File: src/sv/assert_macros.svh
// Assertion macros shared by the RTL modules.
// Defining NO_ASSERTIONS removes every assertion from the build.
`ifndef ASSERT_MACROS_SVH
`define ASSERT_MACROS_SVH

`ifndef NO_ASSERTIONS
// Checked on every rising edge while reset is released.
`define ASSERT_RST(lbl, clk, rst_n, prop, msg) \
	lbl: assert property (@(posedge clk) disable iff (!rst_n) prop) else $error(msg);
// Checked on every rising edge, reset included.
`define ASSERT_ALWAYS(lbl, clk, prop, msg) \
	lbl: assert property (@(posedge clk) prop) else $error(msg);
`else
`define ASSERT_RST(lbl, clk, rst_n, prop, msg)
`define ASSERT_ALWAYS(lbl, clk, prop, msg)
`endif

`endif

File: src/sv/erm_pkg.sv
// ----------------------------------------------------------------------------
// erm_pkg
// Types, constants and helpers for the epoch reclamation manager.
// ----------------------------------------------------------------------------
`default_nettype none

package erm_pkg;

	localparam int THREADS = 8;
	localparam int EPOCHS  = 3;

	localparam int OPCODE_W = 2;
	localparam int THREAD_W = 3;
	localparam int EPOCH_W  = 2;
	localparam int COUNT_W  = 16;
	localparam int TID_W    = (THREADS > 1) ? $clog2(THREADS) : 1;
	localparam int SLOTS    = THREADS * EPOCHS;
	localparam int SLOT_W   = (SLOTS > 1) ? $clog2(SLOTS) : 1;

	typedef logic [OPCODE_W-1:0] opcode_t;
	typedef logic [THREAD_W-1:0] thread_t;
	typedef logic [TID_W-1:0]    tid_t;
	typedef logic [EPOCH_W-1:0]  epoch_t;
	typedef logic [COUNT_W-1:0]  count_t;
	typedef logic [SLOT_W-1:0]   slot_t;

	localparam opcode_t OP_ENTER  = 2'd0;
	localparam opcode_t OP_EXIT   = 2'd1;
	localparam opcode_t OP_RETIRE = 2'd2;

	localparam count_t COUNT_MAX       = '1;
	localparam count_t THRESHOLD_RESET = COUNT_W'(100);
	localparam epoch_t GLOBAL_RESET    = EPOCH_W'(1 % EPOCHS);
	localparam epoch_t EPOCH_LAST      = EPOCH_W'(EPOCHS - 1);

	typedef enum logic [1:0] {
		S_IDLE,
		S_STEP0,
		S_STEP1,
		S_EMIT
	} ctrl_state_t;

	typedef struct packed {
		logic capture;
		logic step;
		logic first_pass;
		logic emit;
	} ctrl_cmd_t;

	typedef struct packed {
		logic step_done;
		logic out_busy;
	} dp_status_t;

	function automatic slot_t slot_index(input tid_t t, input epoch_t e);
		return slot_t'(int'(t) * EPOCHS + int'(e));
	endfunction

endpackage

`default_nettype wire

File: src/sv/erm_ctrl.sv
// ----------------------------------------------------------------------------
// erm_ctrl
// Sequencer: takes an operation, runs one pass (two when an enter hits its
// threshold), hands the result to the output register.
// ----------------------------------------------------------------------------
`default_nettype none
`include "assert_macros.svh"

module erm_ctrl
	import erm_pkg::*;
(
	input  wire logic       clk,
	input  wire logic       arst_n,
	input  wire logic       in_valid,
	output logic            in_ready,
	input  wire dp_status_t status,
	output ctrl_cmd_t       cmd
);

	ctrl_state_t state_q;
	ctrl_state_t state_d;

	always_ff @(posedge clk or negedge arst_n) begin
		if (!arst_n) begin
			state_q <= S_IDLE;
		end else begin
			state_q <= state_d;
		end
	end

	always_comb begin
		state_d = state_q;
		case (state_q)
			S_IDLE: begin
				if (in_valid) state_d = S_STEP0;
			end
			S_STEP0: begin
				state_d = status.step_done ? S_EMIT : S_STEP1;
			end
			S_STEP1: begin
				state_d = S_EMIT;
			end
			S_EMIT: begin
				if (!status.out_busy) state_d = S_IDLE;
			end
			default: state_d = S_IDLE;
		endcase
	end

	always_comb begin
		in_ready = 1'b0;
		cmd = '0;
		case (state_q)
			S_IDLE: begin
				in_ready = 1'b1;
				cmd.capture = in_valid;
			end
			S_STEP0: begin
				cmd.step = 1'b1;
				cmd.first_pass = 1'b1;
			end
			S_STEP1: begin
				cmd.step = 1'b1;
			end
			S_EMIT: begin
				cmd.emit = !status.out_busy;
			end
			default: ;
		endcase
	end

	`ASSERT_RST(a_capture_steps, clk, arst_n, (in_valid && in_ready) |=> (state_q == S_STEP0), "accepted beat did not start a pass")
	`ASSERT_RST(a_emit_free, clk, arst_n, cmd.emit |-> !status.out_busy, "result emitted over a waiting beat")
	`ASSERT_RST(a_second_pass, clk, arst_n, (state_q == S_STEP1) |-> $past(state_q == S_STEP0 && !status.step_done), "second pass without a failed first pass")

endmodule

`default_nettype wire

File: src/sv/erm_datapath.sv
// ----------------------------------------------------------------------------
// erm_datapath
// Per-thread state, pending counts, global epoch, threshold register and
// the output register.
// ----------------------------------------------------------------------------
`default_nettype none
`include "assert_macros.svh"

module erm_datapath
	import erm_pkg::*;
(
	input  wire logic      clk,
	input  wire logic      arst_n,
	input  wire logic      cfg_wr_en,
	input  wire count_t    cfg_wr_data,
	input  wire opcode_t   opcode,
	input  wire thread_t   thread,
	input  wire ctrl_cmd_t cmd,
	output dp_status_t     status,
	output logic           out_valid,
	input  wire logic      out_ready,
	output epoch_t         epoch,
	output logic           reclaimed,
	output epoch_t         reclaim_epoch,
	output count_t         reclaim_count,
	output logic           advanced
);

	count_t  threshold_q;
	epoch_t  global_q;
	logic    crit_q   [THREADS];
	epoch_t  local_q  [THREADS];
	count_t  entries_q[THREADS];
	count_t  pending_q[SLOTS];

	opcode_t op_q;
	thread_t thread_q;
	logic    rec_q;
	epoch_t  rec_epoch_q;
	count_t  rec_count_q;
	logic    adv_q;

	logic    out_valid_q;
	epoch_t  out_epoch_q;
	logic    out_rec_q;
	epoch_t  out_rec_epoch_q;
	count_t  out_rec_count_q;
	logic    out_adv_q;

	tid_t    tid;
	logic    thread_ok;
	logic    lag;
	logic    blocked;
	count_t  cur_count;
	slot_t   slot;
	count_t  pend_rd;
	epoch_t  global_next;

	logic    flag_wr, flag_val;
	logic    local_wr;
	logic    count_wr;
	count_t  count_val;
	logic    pend_wr;
	count_t  pend_val;
	logic    global_wr;
	logic    rec_set;
	logic    step_done;

	assign tid       = tid_t'(thread_q);
	assign thread_ok = int'(thread_q) < THREADS;
	assign lag       = local_q[tid] != global_q;
	assign cur_count = entries_q[tid];
	assign slot      = slot_index(tid, (op_q == OP_RETIRE) ? local_q[tid] : global_q);
	assign pend_rd   = pending_q[slot];
	assign global_next = (global_q == EPOCH_LAST) ? '0 : global_q + EPOCH_W'(1);

	// The entering thread's own flag is left out of this check.
	always_comb begin
		blocked = 1'b0;
		for (int i = 0; i < THREADS; i++) begin
			if (tid_t'(i) != tid && crit_q[i] && local_q[i] != global_q) blocked = 1'b1;
		end
	end

	always_comb begin
		flag_wr   = 1'b0;
		flag_val  = 1'b0;
		local_wr  = 1'b0;
		count_wr  = 1'b0;
		count_val = '0;
		pend_wr   = 1'b0;
		pend_val  = '0;
		global_wr = 1'b0;
		rec_set   = 1'b0;
		step_done = 1'b1;
		if (cmd.step && thread_ok) begin
			case (op_q)
				OP_ENTER: begin
					flag_wr  = 1'b1;
					flag_val = 1'b1;
					if (lag) begin
						rec_set  = 1'b1;
						pend_wr  = 1'b1;
						local_wr = 1'b1;
						count_wr = 1'b1;
					end else if (cur_count < threshold_q) begin
						count_wr  = 1'b1;
						count_val = cur_count + COUNT_W'(1);
					end else begin
						flag_val  = 1'b0;
						count_wr  = 1'b1;
						global_wr = !blocked;
						step_done = !cmd.first_pass;
					end
				end
				OP_EXIT: begin
					flag_wr = 1'b1;
				end
				OP_RETIRE: begin
					if (pend_rd != COUNT_MAX) begin
						pend_wr  = 1'b1;
						pend_val = pend_rd + COUNT_W'(1);
					end
				end
				default: ;
			endcase
		end
	end

	always_ff @(posedge clk or negedge arst_n) begin
		if (!arst_n) begin
			threshold_q <= THRESHOLD_RESET;
			global_q    <= GLOBAL_RESET;
			for (int i = 0; i < THREADS; i++) begin
				crit_q[i]    <= 1'b0;
				local_q[i]   <= '0;
				entries_q[i] <= '0;
			end
			for (int i = 0; i < SLOTS; i++) begin
				pending_q[i] <= '0;
			end
		end else begin
			if (cfg_wr_en) begin
				threshold_q <= (cfg_wr_data == '0) ? COUNT_W'(1) : cfg_wr_data;
			end
			if (global_wr) global_q <= global_next;
			if (flag_wr) crit_q[tid] <= flag_val;
			if (local_wr) local_q[tid] <= global_q;
			if (count_wr) entries_q[tid] <= count_val;
			if (pend_wr) pending_q[slot] <= pend_val;
		end
	end

	always_ff @(posedge clk) begin
		if (cmd.capture) begin
			op_q     <= opcode;
			thread_q <= thread;
		end
	end

	always_ff @(posedge clk or negedge arst_n) begin
		if (!arst_n) begin
			rec_q       <= 1'b0;
			rec_epoch_q <= '0;
			rec_count_q <= '0;
			adv_q       <= 1'b0;
		end else if (cmd.capture) begin
			rec_q       <= 1'b0;
			rec_epoch_q <= '0;
			rec_count_q <= '0;
			adv_q       <= 1'b0;
		end else begin
			if (rec_set) begin
				rec_q       <= 1'b1;
				rec_epoch_q <= global_q;
				rec_count_q <= pend_rd;
			end
			if (global_wr) adv_q <= 1'b1;
		end
	end

	always_ff @(posedge clk or negedge arst_n) begin
		if (!arst_n) begin
			out_valid_q <= 1'b0;
		end else if (cmd.emit) begin
			out_valid_q <= 1'b1;
		end else if (out_ready) begin
			out_valid_q <= 1'b0;
		end
	end

	always_ff @(posedge clk) begin
		if (cmd.emit) begin
			out_epoch_q     <= thread_ok ? local_q[tid] : '0;
			out_rec_q       <= rec_q;
			out_rec_epoch_q <= rec_epoch_q;
			out_rec_count_q <= rec_count_q;
			out_adv_q       <= adv_q;
		end
	end

	assign status.step_done = step_done;
	assign status.out_busy  = out_valid_q && !out_ready;

	assign out_valid     = out_valid_q;
	assign epoch         = out_epoch_q;
	assign reclaimed     = out_rec_q;
	assign reclaim_epoch = out_rec_epoch_q;
	assign reclaim_count = out_rec_count_q;
	assign advanced      = out_adv_q;

	`ASSERT_RST(a_global_range, clk, arst_n, int'(global_q) < EPOCHS, "global epoch out of range")
	`ASSERT_RST(a_threshold_nonzero, clk, arst_n, threshold_q != '0, "zero entry threshold")
	`ASSERT_RST(a_second_pass_ends, clk, arst_n, (cmd.step && !cmd.first_pass) |-> step_done, "second enter pass did not finish")

endmodule

`default_nettype wire

File: src/sv/epoch_reclamation_manager.sv
// ----------------------------------------------------------------------------
// epoch_reclamation_manager
// Epoch-based reclamation bookkeeping for a fixed set of threads.
// ----------------------------------------------------------------------------
// Input channel (in_valid/in_ready) carries one operation per beat: opcode
// (enter, exit, retire) and the issuing thread. The output channel
// (out_valid/out_ready) returns one result beat per operation, in order:
// the thread's local epoch and, for enter, any released pending count and
// whether the global epoch advanced.
// After an input beat is accepted the state machine walks capture, one pass
// (two when an enter hits its threshold and repeats its check) and an output
// load that registers out_valid; a new beat is taken only after that load.
// A finished result sits in the output register; the next beat is accepted
// and worked on while it waits, and only the output load stalls until the
// receiver takes the previous beat.
// The entry threshold is written through cfg_wr_en/cfg_wr_data while the
// block is idle; the user must keep to this, as the block does not enforce
// it. A zero write is held as one.
// Reset: threshold 100, global epoch 1, all flags, local epochs, entry
// counters and pending counts zero, no result pending.
// ----------------------------------------------------------------------------
`default_nettype none

module epoch_reclamation_manager
	import erm_pkg::*;
(
	input  wire logic    clk,
	input  wire logic    arst_n,
	input  wire logic    cfg_wr_en,
	input  wire count_t  cfg_wr_data,
	input  wire logic    in_valid,
	output logic         in_ready,
	input  wire opcode_t opcode,
	input  wire thread_t thread,
	output logic         out_valid,
	input  wire logic    out_ready,
	output epoch_t       epoch,
	output logic         reclaimed,
	output epoch_t       reclaim_epoch,
	output count_t       reclaim_count,
	output logic         advanced
);

	ctrl_cmd_t  cmd;
	dp_status_t status;

	erm_ctrl u_ctrl (
		.clk      (clk),
		.arst_n   (arst_n),
		.in_valid (in_valid),
		.in_ready (in_ready),
		.status   (status),
		.cmd      (cmd)
	);

	erm_datapath u_datapath (
		.clk           (clk),
		.arst_n        (arst_n),
		.cfg_wr_en     (cfg_wr_en),
		.cfg_wr_data   (cfg_wr_data),
		.opcode        (opcode),
		.thread        (thread),
		.cmd           (cmd),
		.status        (status),
		.out_valid     (out_valid),
		.out_ready     (out_ready),
		.epoch         (epoch),
		.reclaimed     (reclaimed),
		.reclaim_epoch (reclaim_epoch),
		.reclaim_count (reclaim_count),
		.advanced      (advanced)
	);

endmodule

`default_nettype wire
File: config.mk
export PLATFORM = sky130hd
export DESIGN_NAME = epoch_reclamation_manager
export DESIGN_NICKNAME = d
export VERILOG_FILES = /design/src/sv/erm_pkg.sv /design/src/sv/erm_ctrl.sv /design/src/sv/erm_datapath.sv /design/src/sv/epoch_reclamation_manager.sv
export VERILOG_INCLUDE_DIRS = /design/src /design/src/sv
export SDC_FILE = /design/constraint.sdc
export NUM_CORES = 1
export LEC_CHECK = 0
export BUFFER_PORTS_ARGS = -buffer_cell sky130_fd_sc_hd__buf_4
export CAP_MARGIN = 10
export CORE_ASPECT_RATIO = 0.7
export CORE_UTILIZATION = 55
export DETAILED_ROUTE_END_ITERATION = 8
export GPL_TIMING_DRIVEN = 0
export PLACE_DENSITY = 0.69
export SLEW_MARGIN = 10
export SYNTH_ARGS = -nofsm -noshare
export SYNTH_HDL_FRONTEND = slang
export SYNTH_SLANG_ARGS = --single-unit
File: constraint.sdc
create_clock -name clk -period 9 [get_ports clk]
set_input_delay 0.45 -clock clk [delete_from_list [all_inputs] [get_ports clk]]
set_output_delay 0.45 -clock clk [all_outputs]
set_load 0.01 [all_outputs]
==> flow_metrics.py, run 1 <==
metrics = {
    "clock_tree": {
        "cts_root_buf": "clkbuf_16",
        "cts_tree": "done",
        "clock_latency_ns": 0.64,
        "clockBufferDepth": 3,
        "cts_sinks": 604,
        "htree_num_levels": 2,
        "clk_pin_slew_worst_paths_ns": 0.06,
        "cts_buffers": 59,
    },
    "floorplan": {
        "num_rows": 70,
        "die_x_um": 280,
        "die-area_mm2": 0.0552,
        "core_area_mm2": 0.0529,
        "die_height_um": 197,
        "boundaryPins": 50,
        "initial_core_util_pct": 56.4,
    },
    "sta": {
        "clock_skew_ns": 0.0197,
        "fmax_mhz": 113,
        "slew_headroom_pct": 12.4,
        "timing.final.crit_share_pct": 98.2,
        "tns_ns": 0,
        "finalHoldViolCount": 0,
        "drv_slew": 0,
        "setup_viol": 0,
        "worstMarginPinSlew_ns": 1.31,
        "min_period_ns": 8.84,
        "rsz0062_at_grt": "false",
    },
    "setup_path": {
        "r2r-end": "u_datapath.pending_q[216]",
        "r2r_slack_ns": 0.16,
        "cp_common_cell": "buf_4",
        "crit_family": "buffers and inverters",
        "arrival_ns": 9.40,
        "r2r_cells": 22,
        "path_max_fanout": 10,
        "cp-end-kind": "register",
        "crit_slowest_cell": "fa_1",
        "cp_cell_sequence": "clkbuf_4, clkbuf_4, mux4_2, mux2i_1, o21ai_0, fa_1, ha_1, fa_1, buf_4, buf_4, buf_4, buf_2, mux4_2, mux2i_1, a211oi_4, ha_1, nand3_1, nor3_1, xnor2_1, nor2_1, clkbuf_1, mux2_4",
        "worst_ep_required_time_ns": 9.56,
        "r2r_start": "u_datapath.thread_q[0]",
        "cpPeakStageDelay_ns": 0.76,
        "path_class": "register to register",
        "crit_buf_inv": 7,
        "startpoint_type": "register",
    },
    "routing": {
        "drt_iter0_drc": 2694,
        "dr.pass1.iters": 7,
        "routed_via_density": 6.43,
        "routedWlPerCell_um": 27.6,
        "ant_nets": 0,
        "wl_um": 87600,
        "drcViolationCount": 0,
        "vias": 20400,
    },
    "synthesis": {
        "synth_edf_count": 27,
        "synth_top_area_share_pct": 48.1,
        "synth_top_cell_by_area": "dfrtp_1",
        "synthFlopType": "dfrtp_1",
        "syn_nets": 2339,
        "synthTopCellsByArea": "dfrtp_1 48%, mux4_2 7.2%, mux2_2 7.1%",
        "synth_area_mm2": 0.0298,
        "ys_warn_count": 0,
        "synth_seq_area_share_pct": 51.2,
        "syn_inst": 2280,
        "synthDistinctLibCells": 72,
        "synth_seq_cells": 604,
        "synth-async-reset-ratio_pct": 95.5,
        "syn_avg_cell_area_um2": 13.1,
    },
    "finish": {
        "layout_common_cells": "573 x dfrtp_1, 241 x nand2_1, 189 x mux2_2, 138 x mux2_4, 130 x inv_1",
        "mostFrequentLayoutCell": "dfrtp_1",
        "n_fill_cell": 4018,
        "stdcell_count": 3175,
        "final_core_util_pct": 63.1,
        "nets": 2463,
        "syn_to_final_growth_pct": 12.0,
        "layout-drive-gt1-share_pct": 29.6,
    },
    "run_status": {
        "outcome": "finished clean",
    },
    "min_path": {
        "hold_class": "input pin to register",
        "min_to": "u_datapath.threshold_q[15]",
        "whs_path_depth": 3,
        "worstHoldStart": "cfg_wr_data[15]",
    },
    "power_and_ir_drop": {
        "p_per_area_mw_per_mm2": 235,
        "irDropWorstVdd_uv": 170,
        "leakagePower_nw": 15.1,
    },
    "global_routing": {
        "grt_max_degree": 113,
        "first_global_vias": 20500,
        "overflow": 0,
        "grt_usage_pct": 32.4,
        "grt_pass1_wl_um": 132000,
        "antenna_found_initial": 1,
    },
    "placed_design": {
        "place_inst": 3055,
        "routabilityCongestion": 0.972,
        "portBuffers": 49,
        "dp_hpwl_um": 61800,
    },
    "job": {
        "max_cap_viol_count": 0,
    },
}
[logic make-up (layout without fill, tap and decap cells)]
logic type / after synthesis / after routing / synth area share [%]
xor gates and xnor gates: 45 / 45 / 1.35
and+or+nand+nor: 392 / 392 / 5.74
AOI/OAI and AO/OA: 378 / 378 / 9.53
muxes: 531 / 531 / 25.3
other: 0 / 2 / 0
DFF: 604 / 604 / 51.2
adders and majority gates: 33 / 33 / 1.43
buffers and inverters: 297 / 470 / 5.46
[layout make-up]
class	instances	area, µm²	area share [%]
Clock buffer	81	1690	5.06
Multi-Input combinational cell	1379	13000	38.9
Timing Repair Buffer	64	603	1.81
Inverter	131	492	1.47
Buffer	165	1150	3.44
Clock inverter	29	314	0.940
Tap cell	720	901	2.70
Antenna cell	2	5.00	0.0150
Sequential cell	604	15300	45.7
[Yosys cell counts, drive strengths merged, types with 2 or more instances]
| cell type | instances |
|---|---|
| a21oi | 58 |
| xor2 | 28 |
| a22oi | 27 |
| fa | 2 |
| mux2 | 327 |
| xnor2 | 17 |
| o22ai | 71 |
| inv | 131 |
| o2111ai | 2 |
| mux4 | 103 |
| edfxtp | 27 |
| o32ai | 4 |
| nor2b | 5 |
| a22o | 2 |
| o21ai | 57 |
| a41oi | 3 |
| nor4 | 10 |
| buf | 88 |
| nor2 | 45 |
| a21o | 10 |
| dfstp | 4 |
| and3 | 2 |
| a211oi | 9 |
| nand2b | 9 |
| nand3 | 28 |
| nand3b | 3 |
| and2 | 7 |
| a2111oi | 2 |
| o211ai | 3 |
| ha | 31 |
| dfrtp | 573 |
| nor3 | 24 |
| a221oi | 11 |
| nor3b | 3 |
| o32a | 5 |
| mux2i | 101 |
| a31oi | 10 |
| a311oi | 2 |
| clkbuf | 78 |
| nand2 | 241 |
| or2 | 6 |
| a211o | 3 |
| nand4 | 5 |
| o31ai | 97 |
[worst register-to-register path: cells and delay by family, from the launching register on]
family	cells	cell delay, ns
buf+inv	7	2.78
fa+ha+maj	4	1.78
mux	5	1.74
simple gates	3	1.08
compound gates	2	0.75
flops	1	0.56
xor+xnor	1	0.10
[metal layers]
layer	wire [µm]	global-route usage, %	vias to the layer above
li1	-	-	8494
met1	39300	50.6	10600
met2	34600	42.4	1172
met3	11800	11.6	136
met4	1770	7.85	2
met5	63	0.884	-
[what timing repair did]
action                                  4_1_cts  5_1_grt
endpoints found under the setup margin      382      310
gates resized for setup                       7       15
pin swaps                                     0        1
setup buffers                                 0        2
endpoints found under the hold margin        70        0
hold buffers                                  7        0
[flip-flops by register name, indices dropped and copies added (netlist names)]
signal                    cells
u_datapath.op_q               2
u_datapath.local_q           16
u_datapath.reclaim_epoch      2
u_datapath.rec_epoch_q        2
u_datapath.global_q           2
u_datapath.crit_q             8
u_datapath.pending_q        384
u_datapath.epoch              2
u_datapath.advanced           1
u_datapath.reclaim_count     16
u_datapath.rec_q              1
u_datapath.adv_q              1
u_datapath.out_valid          1
u_ctrl.state_q                2
u_datapath.rec_count_q       16
u_datapath.threshold_q       16
u_datapath.entries_q        128
u_datapath.thread_q           3
u_datapath.reclaimed          1
[power breakdown]
part           internal, W  total, W  switching [W]  leakage [nW]
clock network      0.00148   0.00259        0.00110         0.975
logic             0.000744   0.00208        0.00134          5.84
registers          0.00303   0.00318       0.000152          8.24
total              0.00526   0.00785        0.00259          15.1
[how the worst max path moves through the flow]
stage / startpoint / endpoint / slack, ns / cells past startpoint
2_1_floorplan: u_datapath.thread_q[0] / u_datapath.pending_q[10] / 2.53 / 22
3_3_place_gp: u_datapath.thread_q[1] / u_datapath.pending_q[174] / -0.49 / 22
3_5_place_dp: u_datapath.thread_q[1] / u_datapath.pending_q[174] / -0.61 / 22
4_1_cts: u_datapath.thread_q[0] / u_datapath.pending_q[341] / 0.03 / 21
5_1_grt: u_datapath.thread_q[0] / u_datapath.pending_q[238] / 0.007 / 22
6_report: u_datapath.thread_q[0] / u_datapath.pending_q[216] / 0.16 / 22
[through the flow]
step / hold WS, ns / instance area [µm²] / worst slack [ns] / power, W
2_1_floorplan: 0.154 / 29800 / 2.53 / 0.00445
3_5_place_dp: 0.431 / 31200 / -0.613 / 0.00521
5_1_grt: 0.0454 / 33400 / 0.00741 / 0.00809
6_report: 0.0398 / 33400 / 0.162 / 0.00785
3_3_place_gp: 0.434 / 31100 / -0.493 / 0.00515
4_1_cts: 0.00478 / 33300 / 0.0263 / 0.00780
No activity file was read; power rests on OpenSTA's default activity.
==> inputs of run 2 (changes only) <==
--- a/config.mk
+++ b/config.mk
@@ -6,7 +6,7 @@
 export SDC_FILE = /design/constraint.sdc
 export NUM_CORES = 1
 export LEC_CHECK = 0
-export BUFFER_PORTS_ARGS = -buffer_cell sky130_fd_sc_hd__buf_4
+export BUFFER_PORTS_ARGS = -buffer_cell sky130_fd_sc_hd__buf_2
 export CAP_MARGIN = 10
 export CORE_ASPECT_RATIO = 0.7
 export CORE_UTILIZATION = 55
==> run 2 against run 1 <==
  * Final cell count is essentially flat
  * Critical endpoint is now u_datapath.pending_q[6]
  * Combinational power is essentially flat
  * Register-to-register slack gained 0.11 ns
  * Non-clock buffer count grew 1
  * Clock skew is essentially flat
  * Largest cell class unchanged
  * Clock power grew 2%
  * Sequential share of layout area grew 0.086 points
==> flow_metrics.py, run 2 (synthesized netlist as in run 1, its figures left out) <==
metrics = {
    "run_status": {
        "outcome": "finished clean",
    },
    "finish": {
        "stdcell_count": 3172,
        "layout_common_cells": "573 x dfrtp_1, 241 x nand2_1, 189 x mux2_2, 138 x mux2_4, 130 x inv_1",
        "nets": 2462,
        "antenna_cells": 0,
        "regMostFlops": "u_datapath.pending_q",
        "layout-drive-gt1-share_pct": 29.9,
        "syn_to_final_growth_pct": 11.8,
        "final_core_util_pct": 63.0,
        "reg_top3": "u_datapath.pending_q (384), u_datapath.entries_q (128)",
        "largest_reg_flops": 384,
        "mostFrequentLayoutCell": "dfrtp_1",
    },
    "sta": {
        "timing.final.crit_share_pct": 97.0,
        "rsz0062_at_grt": "false",
        "finalHoldViolCount": 0,
        "min_period_ns": 8.73,
        "setup_viol": 0,
        "clock_skew_ns": 0.0199,
        "fmax_mhz": 115,
        "fin_ws_ns": 0.269,
        "drv_slew": 0,
        "worstMarginPinSlew_ns": 1.30,
        "slew_headroom_pct": 12.8,
    },
    "clock_tree": {
        "clockBufferDepth": 3,
        "cts_sinks": 604,
        "cts_tree": "done",
        "clock_latency_ns": 0.64,
        "cts_buffers": 57,
        "clk_pin_slew_worst_paths_ns": 0.07,
        "cts_root_buf": "clkbuf_16",
        "htree_num_levels": 2,
    },
    "global_routing": {
        "grt_max_degree": 117,
        "antenna_found_initial": 0,
        "met1_usage_pct": 51.7,
        "grtUsageMet3_pct": 11.4,
        "top_usage_layer": "met1",
        "overflow": 0,
        "grt_pass1_wl_um": 133000,
        "gr-usage-met2_pct": 42.6,
        "grt_usage_pct": 32.8,
        "first_global_vias": 20400,
    },
    "routing": {
        "drcViolationCount": 0,
        "drt_iter0_drc": 2591,
        "wl_um": 88100,
        "dr.pass1.iters": 6,
        "ant_nets": 0,
        "routed_via_density": 6.46,
        "routedWlPerCell_um": 27.8,
        "vias": 20500,
    },
    "min_path": {
        "worstHoldStart": "cfg_wr_data[13]",
        "hold_class": "input pin to register",
        "min_to": "u_datapath.threshold_q[13]",
        "whs_path_depth": 3,
    },
    "setup_path": {
        "setup.worst_path.start": "u_datapath.thread_q[0]",
        "path_class": "register to register",
        "r2r_cells": 22,
        "r2r_slack_ns": 0.27,
        "startpoint_type": "register",
        "path_max_fanout": 10,
        "arrival_ns": 9.25,
        "cp-end-kind": "register",
        "r2r-end": "u_datapath.pending_q[6]",
        "r2r_start": "u_datapath.thread_q[0]",
        "worst_ep_required_time_ns": 9.52,
    },
    "floorplan": {
        "die_height_um": 197,
        "die_x_um": 280,
        "boundaryPins": 50,
        "num_rows": 70,
        "core_area_mm2": 0.0529,
        "die-area_mm2": 0.0552,
        "initial_core_util_pct": 56.4,
    },
    "placed_design": {
        "place_inst": 3057,
        "dp_hpwl_um": 62100,
        "portBuffers": 49,
        "routabilityCongestion": 0.986,
        "dpl_worst_slack_ns": -0.636,
    },
    "power_and_ir_drop": {
        "finalPower_w": 0.00789,
        "leakagePower_nw": 15.1,
        "p_per_area_mw_per_mm2": 237,
        "irDropWorstVdd_uv": 171,
    },
    "job": {
        "max_cap_viol_count": 0,
    },
}
## run 2: changes by cell type in the layout (fill, tap and decap cells not counted), sizes merged
cell / delta
diode: -2
buf: +1
dlygate4sd3: -1
clkbuf: -3
bufinv: +2
## run 2: worst max path at each step
stage,end,depth (start not counted),slack [ns]
final,u_datapath.pending_q[6],22,0.27
after global routing,u_datapath.pending_q[341],21,0.06
after CTS,u_datapath.pending_q[6],22,0.08
after detailed placement,u_datapath.pending_q[206],20,-0.64
after global placement,u_datapath.entries_q[83],1,-4.03
after floorplan,u_datapath.pending_q[10],22,2.53
## run 2: timing repair
item	CTS	global route
endpoints found under the setup margin	384	304
hold buffers	6	0
gates resized for setup	11	13
buffers inserted	0	1
endpoints found under the hold margin	63	0
## run 2: power by group
part           internal, W  leakage [nW]  switching (W)
clock network      0.00152         0.993        0.00111
registers          0.00303          8.24       0.000149
logic             0.000729          5.83        0.00135
## run 2: worst max-delay path, cell delays in order (launching register included)
cell and delay (ns):
edfxtp_1 0.57, clkbuf_4 0.40, buf_4 0.36, mux4_2 0.55, mux2i_1 0.32, o21ai_0 0.22
fa_1 0.49, ha_1 0.26, fa_1 0.77, buf_4 0.32, buf_4 0.29, buf_4 0.31
clkbuf_4 0.35, mux4_2 0.35, mux2i_1 0.37, a211oi_4 0.19, ha_1 0.28, nand3_1 0.29
nand2b_1 0.21, o21ai_4 0.15, a211oi_4 0.63, buf_2 0.48, mux2_2 0.39
## run 2: metal layers
metal / vias to the layer above / wire length [µm]
met5: - / 0
met4: 0 / 1730
met3: 143 / 11800
met2: 1223 / 34900
met1: 10600 / 39700
li1: 8496 / -
## run 2: layout make-up
cell class                 count  area, µm²
buffer                       166       1150
inverter                     131        492
clock inverter                31        373
timing repair buffer          64        500
clock buffer                  77       1650
multi-input combinational   1379      13000
tap                          720        901
fill                        4017      19600
sequential                   604      15300
## run 2: metrics by stage
stage	area, µm²	TNS, ns	hold WS [ns]
after global routing	33300	0	0.0522
after CTS	33300	0	0.0119
after detailed placement	31200	-84.52	0.429
after floorplan	29800	0	0.154
after global placement	31000	-2323.35	0.432
final	33300	0	0.0396
